==> config.mk <==
export PLATFORM = sky130hd
export DESIGN_NAME = percent_escape_decoder_core
export DESIGN_NICKNAME = d
export VERILOG_FILES = /design/src/hdl/pdec_pkg.sv /design/src/hdl/pdec_skid.sv /design/src/hdl/pdec_decode.sv /design/src/hdl/pdec_emit.sv /design/src/hdl/percent_escape_decoder_core.sv
export SDC_FILE = /design/constraint.sdc
export NUM_CORES = 1
export LEC_CHECK = 0
export BUFFER_PORTS_ARGS = -buffer_cell sky130_fd_sc_hd__buf_2
export CAP_MARGIN = 20
export CORE_UTILIZATION = 54
export CTS_CLUSTER_SIZE = 12
export DETAILED_ROUTE_END_ITERATION = 8
export GPL_TIMING_DRIVEN = 0
export PLACE_DENSITY = 0.76
export SLEW_MARGIN = 20
export SYNTH_ARGS = -nofsm -noshare
export SYNTH_HDL_FRONTEND = slang
export SYNTH_SLANG_ARGS = --single-unit
export TNS_END_PERCENT = 30
==> constraint.sdc <==
create_clock -name clk -period 2.52 [get_ports clk]
set_input_delay 0.126 -clock clk [delete_from_list [all_inputs] [get_ports clk]]
set_output_delay 0.126 -clock clk [all_outputs]
set_load 0.02 [all_outputs]
==> src/hdl/pdec_pkg.sv <==
// Shared types, character constants and hex helpers for the percent-escape decoder.
// No dependencies; every other file refers to this package by scoped names.

package pdec_pkg;

  localparam logic [7:0] PCT_CHAR     = 8'h25;  // '%'
  localparam logic [7:0] DIGIT_ZERO   = 8'h30;  // '0'
  localparam logic [7:0] DIGIT_NINE   = 8'h39;  // '9'
  localparam logic [7:0] UPPER_A      = 8'h41;  // 'A'
  localparam logic [7:0] UPPER_F      = 8'h46;  // 'F'
  localparam logic [7:0] LOWER_A      = 8'h61;  // 'a'
  localparam logic [7:0] LOWER_F      = 8'h66;  // 'f'
  localparam logic [7:0] UPPER_OFFSET = 8'h37;  // 'A' - 10
  localparam logic [7:0] LOWER_OFFSET = 8'h57;  // 'a' - 10

  localparam int unsigned MAX_RESULTS = 3;

  // One input character with its end-of-string flag.
  typedef struct packed {
    logic [7:0] ch;
    logic       last;
  } item_t;

  // Up to three decoded characters caused by one input character.
  typedef struct packed {
    logic [1:0]                   count;
    logic [MAX_RESULTS-1:0][7:0]  bytes;     // bytes[0] goes out first
    logic                         str_last;
  } group_t;

  typedef enum logic [3:0] {
    PH_NORMAL   = 4'b0001,
    PH_PCT      = 4'b0010,
    PH_HIGH_OK  = 4'b0100,
    PH_HIGH_BAD = 4'b1000
  } phase_t;

  function automatic logic is_hex(input logic [7:0] c);
    logic r;
    r = ((c >= DIGIT_ZERO) && (c <= DIGIT_NINE)) ||
        ((c >= UPPER_A) && (c <= UPPER_F)) ||
        ((c >= LOWER_A) && (c <= LOWER_F));
    return r;
  endfunction

  function automatic logic [3:0] hex_val(input logic [7:0] c);
    logic [7:0] d;
    if ((c >= DIGIT_ZERO) && (c <= DIGIT_NINE)) begin
      d = c - DIGIT_ZERO;
    end else if ((c >= UPPER_A) && (c <= UPPER_F)) begin
      d = c - UPPER_OFFSET;
    end else if ((c >= LOWER_A) && (c <= LOWER_F)) begin
      d = c - LOWER_OFFSET;
    end else begin
      d = 8'h00;
    end
    return d[3:0];
  endfunction

endpackage

==> src/hdl/pdec_skid.sv <==
// Input skid buffer: registers the incoming word and keeps tready registered.
// Depends on pdec_pkg for the item type.

module pdec_skid (
  input  logic           clk,
  input  logic           rst,
  input  logic           in_valid,
  output logic           in_ready,
  input  pdec_pkg::item_t in_item,
  output logic           out_valid,
  input  logic           out_ready,
  output pdec_pkg::item_t out_item
);

  logic            skid_valid;
  pdec_pkg::item_t skid_item;
  logic            in_acc;

  assign in_ready = !skid_valid;
  assign in_acc   = in_valid && in_ready;

  always_ff @(posedge clk) begin
    if (rst) begin
      out_valid  <= 1'b0;
      skid_valid <= 1'b0;
    end else if (out_ready || !out_valid) begin
      if (skid_valid) begin
        out_item   <= skid_item;
        out_valid  <= 1'b1;
        skid_valid <= 1'b0;
      end else begin
        out_item  <= in_item;
        out_valid <= in_acc;
      end
    end else if (in_acc) begin
      // park the word while the output side is stalled
      skid_item  <= in_item;
      skid_valid <= 1'b1;
    end
  end

endmodule

==> src/hdl/pdec_decode.sv <==
// Escape phase tracker: turns one input character into zero to three output bytes.
// Depends on pdec_pkg for types, constants and hex helpers.

module pdec_decode (
  input  logic             clk,
  input  logic             rst,
  input  logic             fire,
  input  pdec_pkg::item_t  item,
  output pdec_pkg::group_t grp
);

  pdec_pkg::phase_t phase, phase_next;
  logic [7:0]       held, held_next;

  always_comb begin
    phase_next   = phase;
    held_next    = held;
    grp.count    = 2'd0;
    grp.bytes    = '0;
    grp.str_last = item.last;
    case (phase)
      pdec_pkg::PH_NORMAL: begin
        if ((item.ch == pdec_pkg::PCT_CHAR) && !item.last) begin
          phase_next = pdec_pkg::PH_PCT;
        end else begin
          grp.count    = 2'd1;
          grp.bytes[0] = item.ch;
        end
      end
      pdec_pkg::PH_PCT: begin
        if (item.last) begin
          grp.count    = 2'd2;
          grp.bytes[0] = pdec_pkg::PCT_CHAR;
          grp.bytes[1] = item.ch;
        end else begin
          held_next  = item.ch;
          phase_next = pdec_pkg::is_hex(item.ch) ? pdec_pkg::PH_HIGH_OK
                                                 : pdec_pkg::PH_HIGH_BAD;
        end
      end
      pdec_pkg::PH_HIGH_OK: begin
        // held digit is known good here; only the second one needs a check
        if (pdec_pkg::is_hex(item.ch)) begin
          grp.count    = 2'd1;
          grp.bytes[0] = {pdec_pkg::hex_val(held), pdec_pkg::hex_val(item.ch)};
        end else begin
          grp.count    = 2'd3;
          grp.bytes[0] = pdec_pkg::PCT_CHAR;
          grp.bytes[1] = held;
          grp.bytes[2] = item.ch;
        end
        phase_next = pdec_pkg::PH_NORMAL;
        held_next  = 8'h00;
      end
      default: begin
        grp.count    = 2'd3;
        grp.bytes[0] = pdec_pkg::PCT_CHAR;
        grp.bytes[1] = held;
        grp.bytes[2] = item.ch;
        phase_next   = pdec_pkg::PH_NORMAL;
        held_next    = 8'h00;
      end
    endcase
    if (item.last) begin
      phase_next = pdec_pkg::PH_NORMAL;
      held_next  = 8'h00;
    end
  end

  always_ff @(posedge clk) begin
    if (rst) begin
      phase <= pdec_pkg::PH_NORMAL;
      held  <= 8'h00;
    end else if (fire) begin
      phase <= phase_next;
      held  <= held_next;
    end
  end

endmodule

==> src/hdl/pdec_emit.sv <==
// Output buffer: holds one decoded group and sends it out one word per cycle while out_ready is high.
// Depends on pdec_pkg for the group type.

module pdec_emit (
  input  logic             clk,
  input  logic             rst,
  input  logic             grp_valid,
  output logic             take,
  input  pdec_pkg::group_t grp,
  output logic             out_valid,
  input  logic             out_ready,
  output logic [7:0]       out_byte,
  output logic             run_last,
  output logic             string_last
);

  logic [pdec_pkg::MAX_RESULTS-1:0][7:0] buf_bytes;
  logic [1:0]                            cnt;
  logic                                  slast;
  logic                                  out_acc;

  assign out_valid   = (cnt != 2'd0);
  assign out_acc     = out_valid && out_ready;
  assign take        = (cnt == 2'd0) || ((cnt == 2'd1) && out_ready);
  assign out_byte    = buf_bytes[0];
  assign run_last    = (cnt == 2'd1);
  assign string_last = (cnt == 2'd1) && slast;

  always_ff @(posedge clk) begin
    if (rst) begin
      cnt <= 2'd0;
    end else if (take && grp_valid) begin
      cnt       <= grp.count;
      buf_bytes <= grp.bytes;
      slast     <= grp.str_last;
    end else if (out_acc) begin
      // advance to the next pending byte
      cnt          <= cnt - 2'd1;
      buf_bytes[0] <= buf_bytes[1];
      buf_bytes[1] <= buf_bytes[2];
    end
  end

endmodule

==> src/hdl/percent_escape_decoder_core.sv <==
// Percent-escape decoder top level: input skid buffer, escape decoder, output buffer.
// Depends on pdec_pkg, pdec_skid, pdec_decode and pdec_emit.

// Decodes URL percent escapes in a byte stream, one character per word with tlast
// on the final character of each string. "%hh" with hex digits of either case
// becomes one byte; malformed or truncated escapes pass through verbatim. Each
// output word carries one decoded byte, tuser[0] marks the last byte caused by
// an input word and tlast the final byte of the string. While the output is not
// stalled, the block sustains one word per clock for words that yield zero or
// one byte; a word that yields two or three bytes (a bad escape or one cut
// short by the string end) holds the input until its last byte is sent, as
// the output buffer sends one byte per cycle while m_axis_tready is high.

module percent_escape_decoder_core (
  input  logic       clk,
  input  logic       rst,
  input  logic       s_axis_tvalid,
  output logic       s_axis_tready,
  input  logic [7:0] s_axis_tdata,   // [7:0] in_byte
  input  logic       s_axis_tlast,   // in_last
  output logic       m_axis_tvalid,
  input  logic       m_axis_tready,
  output logic [7:0] m_axis_tdata,   // [7:0] out_byte
  output logic       m_axis_tlast,   // string_last
  output logic [0:0] m_axis_tuser    // [0] run_last
);

  pdec_pkg::item_t  in_item, dec_item;
  pdec_pkg::group_t grp;
  logic             dec_valid;
  logic             take;
  logic             fire;
  logic             run_last;

  assign in_item.ch   = s_axis_tdata;
  assign in_item.last = s_axis_tlast;
  assign fire         = dec_valid && take;
  assign m_axis_tuser = run_last;

  pdec_skid u_skid (
    .clk       (clk),
    .rst       (rst),
    .in_valid  (s_axis_tvalid),
    .in_ready  (s_axis_tready),
    .in_item   (in_item),
    .out_valid (dec_valid),
    .out_ready (take),
    .out_item  (dec_item)
  );

  pdec_decode u_decode (
    .clk  (clk),
    .rst  (rst),
    .fire (fire),
    .item (dec_item),
    .grp  (grp)
  );

  pdec_emit u_emit (
    .clk         (clk),
    .rst         (rst),
    .grp_valid   (dec_valid),
    .take        (take),
    .grp         (grp),
    .out_valid   (m_axis_tvalid),
    .out_ready   (m_axis_tready),
    .out_byte    (m_axis_tdata),
    .run_last    (run_last),
    .string_last (m_axis_tlast)
  );

  // A full skid buffer always has a word waiting at the decoder.
  a_skid_full_has_word: assert property (@(posedge clk) disable iff (rst)
    !s_axis_tready |-> dec_valid)
    else $error("skid full without a pending word");

  // The end-of-string byte is always the last of its group.
  a_string_last_run_last: assert property (@(posedge clk) disable iff (rst)
    m_axis_tvalid && m_axis_tlast |-> m_axis_tuser[0])
    else $error("string end not on last byte of group");

  // A stalled output group of any size keeps the decoder from taking a new word.
  a_stall_blocks_decode: assert property (@(posedge clk) disable iff (rst)
    m_axis_tvalid && !m_axis_tready |-> !fire)
    else $error("decoder fired while output stalled");

  // A byte not marked as end of group is followed by another valid byte.
  a_group_continues: assert property (@(posedge clk) disable iff (rst)
    m_axis_tvalid && m_axis_tready && !m_axis_tuser[0] |=> m_axis_tvalid)
    else $error("group ended early");

endmodule
==> results.md <==
* Total number of vias at 2,355
* Gate power share at 19.0%
* Post-DP HPWL at 4630 um
* Slew margin rel. at 40.9%
* Via-to-Cell Ratio at 5.99
* Die Ht at 76.8 um
* Crit Path Class: reg2reg
* Die Width at 76.8 um
* Nets at 340
* Final setup vio count at 0
* Int Pwr at 1.81 mW
* CP Capture Type: flip-flop
* Hold WC Path Type: in2reg
* Actual slew at the worst max-slew pin at 886 ps
* Worst-path fanout max at 9
* I/O pin count at 25
* Status: finished clean
* First-pass GRT wire length at 10,600 um
* Initial DRT Pass Iterations at 4
* Post-Syn Area at 3020 sq um
* Minimum clock period at 2390 ps
* Yosys cell types at 46
* Top FF cell, synth: edfxtp_1
* F_max at 418 MHz
* Cell taking the most area after synthesis: edfxtp_1
* Worst-path clk slew at 80 ps
* Count leader, synth: edfxtp_1
* Layout cells sized above 1 at 24.8%
* PD cells at 718 nW/um^2
* Main area contributors after synthesis: edfxtp_1 43%, dfxtp_1 11%, ha_1 3.7%
* Synth Register Bits at 59
* Maximum clock path buffer count at 2
* Area grow syn2layout at 18.1%
* Max VDD drop at 713 uV
* GRT overflow at 0
* Max Slew Vio Count at 0
* Hold WS at 76.6 ps
* RSZ-0062 raised after global routing: false
* Clk pwr share at 34.7%
* Initial drt markers at 232
* Number of global-route vias before repair at 2,204
* Die Area at 5890 sq um
* Reg power frac at 46.3%
* EDFF count, synth at 43
* Initial antenna violation count at 0
* Util after Layout at 68.1%
* Required @ worst endpoint at 2610 ps
* Net Switching at 0.747 mW
* Cell Rows at 26
* WL per Instance at 16.9 um
* PortBufs at 23
* Core ar. at 5240 sq um
* Gr usage total at 23.9%
* Cells after Synth at 270
* Switch share at 29.2%
* Syn nets at 292
* Sum Neg Setup Slack at 0 ps
* Residual DRC at 0
* Worst EP arrival at 2490 ps
* H-tree depth at 3
* Routability cong. at 0.859
* Post-synth top area share at 42.8%
* CTS Sinks at 59
* Synth cell count leaders: 43 x edfxtp_1, 22 x a21oi_1, 18 x nand2_1
* Final WL at 6630 um
* Skew final at 12.8 ps
* Syn Area/Cell at 11.2 sq um
* Maxcap violations at 0
* Clock root cell: clkbuf_8
* Leakage power at 1.32 nW
* CTS tree: done
* Post-DRT Antenna Nets at 0
* Num CTS Buffers at 9
* Element type at the critical path start: flip-flop
* Pin count of the biggest net entering global routing at 17
* Period utilisation layout at 95.0%
* Initial Util at 57.6%
* Skew-Pair Late Insertion Delay at 350 ps
* Hold Vio Cnt, Final at 0
* Synth async-reset ratio at 0%
* Synth warn at 0
* Sequential fraction of the synthesis area at 53.4%
* Diode count at 0
-- final timing paths --
| path | from | slack (ps) | end | cells past startpoint |
|---|---|---|---|---|
| setup / recovery | u_skid.out_item[1] | 130 | u_emit.out_byte[2] | 6 |
| hold / removal | s_axis_tvalid | 80 | u_skid.out_valid | 3 |
| setup reg to reg | u_skid.out_item[1] | 130 | u_emit.out_byte[2] | 6 |
| hold reg to reg | u_decode.held[4] | 500 | u_decode.held[4] | 2 |
-- cell families (layout without fill, tap and decap cells) --
logic type,after synthesis,after routing,share of synthesized area [%]
compound gates,72,72,17.0
buf+inv,32,85,5.55
xor+xnor,2,2,0.580
simple gates,84,84,15.4
fa+ha+maj,9,9,3.73
flops,59,59,53.4
mux,12,12,4.39
-- layout make-up --
type | instances | area, sq um
Buffer | 23 | 135
Clock buffer | 9 | 124
Clock inverter | 7 | 81.3
Fill cell | 394 | 1670
Inverter | 9 | 33.8
Multi-Input combinational cell | 179 | 1250
Sequential cell | 59 | 1610
Tap cell | 70 | 87.6
Timing Repair Buffer | 37 | 240
-- sequential cells by signal, summed over array words and instances, names as in the netlist --
register,cells
u_decode.held,8
u_decode.phase,4
u_emit.buf_bytes,16
u_emit.cnt,2
u_emit.out_byte,8
u_emit.slast,1
u_skid.out_item,9
u_skid.out_valid,1
u_skid.skid_item,9
u_skid.skid_valid,1
-- repair_timing --
item / 4_1_cts / 5_1_grt
gates resized for setup: 0 / 2
hold endpoints to repair: 9 / 0
setup buffers: 0 / 4
setup endpoints to repair: 0 / 14
hold buffers: 9 / 0
-- per-layer routing --
layer  wire (um)  vias up  global-route usage (%)
met2        3180       81                    39.3
li1            -     1108                       -
met4         159        0                    10.2
met3         416       20                    6.31
met1        2870     1146                    29.6
met5           0        -                       0
-- power groups by stage --
stage,registers [mW],logic [mW],clock network [mW]
final,1.19,0.486,0.888
after global routing,1.19,0.527,0.939
after CTS,1.19,0.468,0.899
after detailed placement,1.21,0.454,0
after global placement,1.21,0.441,0
after floorplan,1.19,0.340,0
-- critical path, stage by stage (launching register included) --
cell and delay (ps):
edfxtp_1 560, ha_1 250, nor4b_1 270, nand3_1 250
and2_1 300, o21a_1 230, o32a_1 290
-- cells in the final DEF, fill, tap and decap left out, drive strengths merged, types with 11 or more instances in the layout --
cell type and instances:
o21ai 11, nor2 14, dfxtp 16, nand3 13, nand2 18, edfxtp 43
and2 11, inv 13, a21oi 22, clkbuf 19, buf 41
-- per-stage QoR --
stage / instances / cell area (sq um) / worst slack (ps) / total power, mW
after detailed placement: 364 / 3240 / 88.6 / 1.66
final: 393 / 3560 / 126 / 2.56
after global routing: 393 / 3560 / 26.2 / 2.66
after global placement: 363 / 3220 / -323 / 1.65
after CTS: 389 / 3530 / 46.3 / 2.56
after floorplan: 270 / 3020 / 46.9 / 1.53
Power figures use the tool's default switching activity.
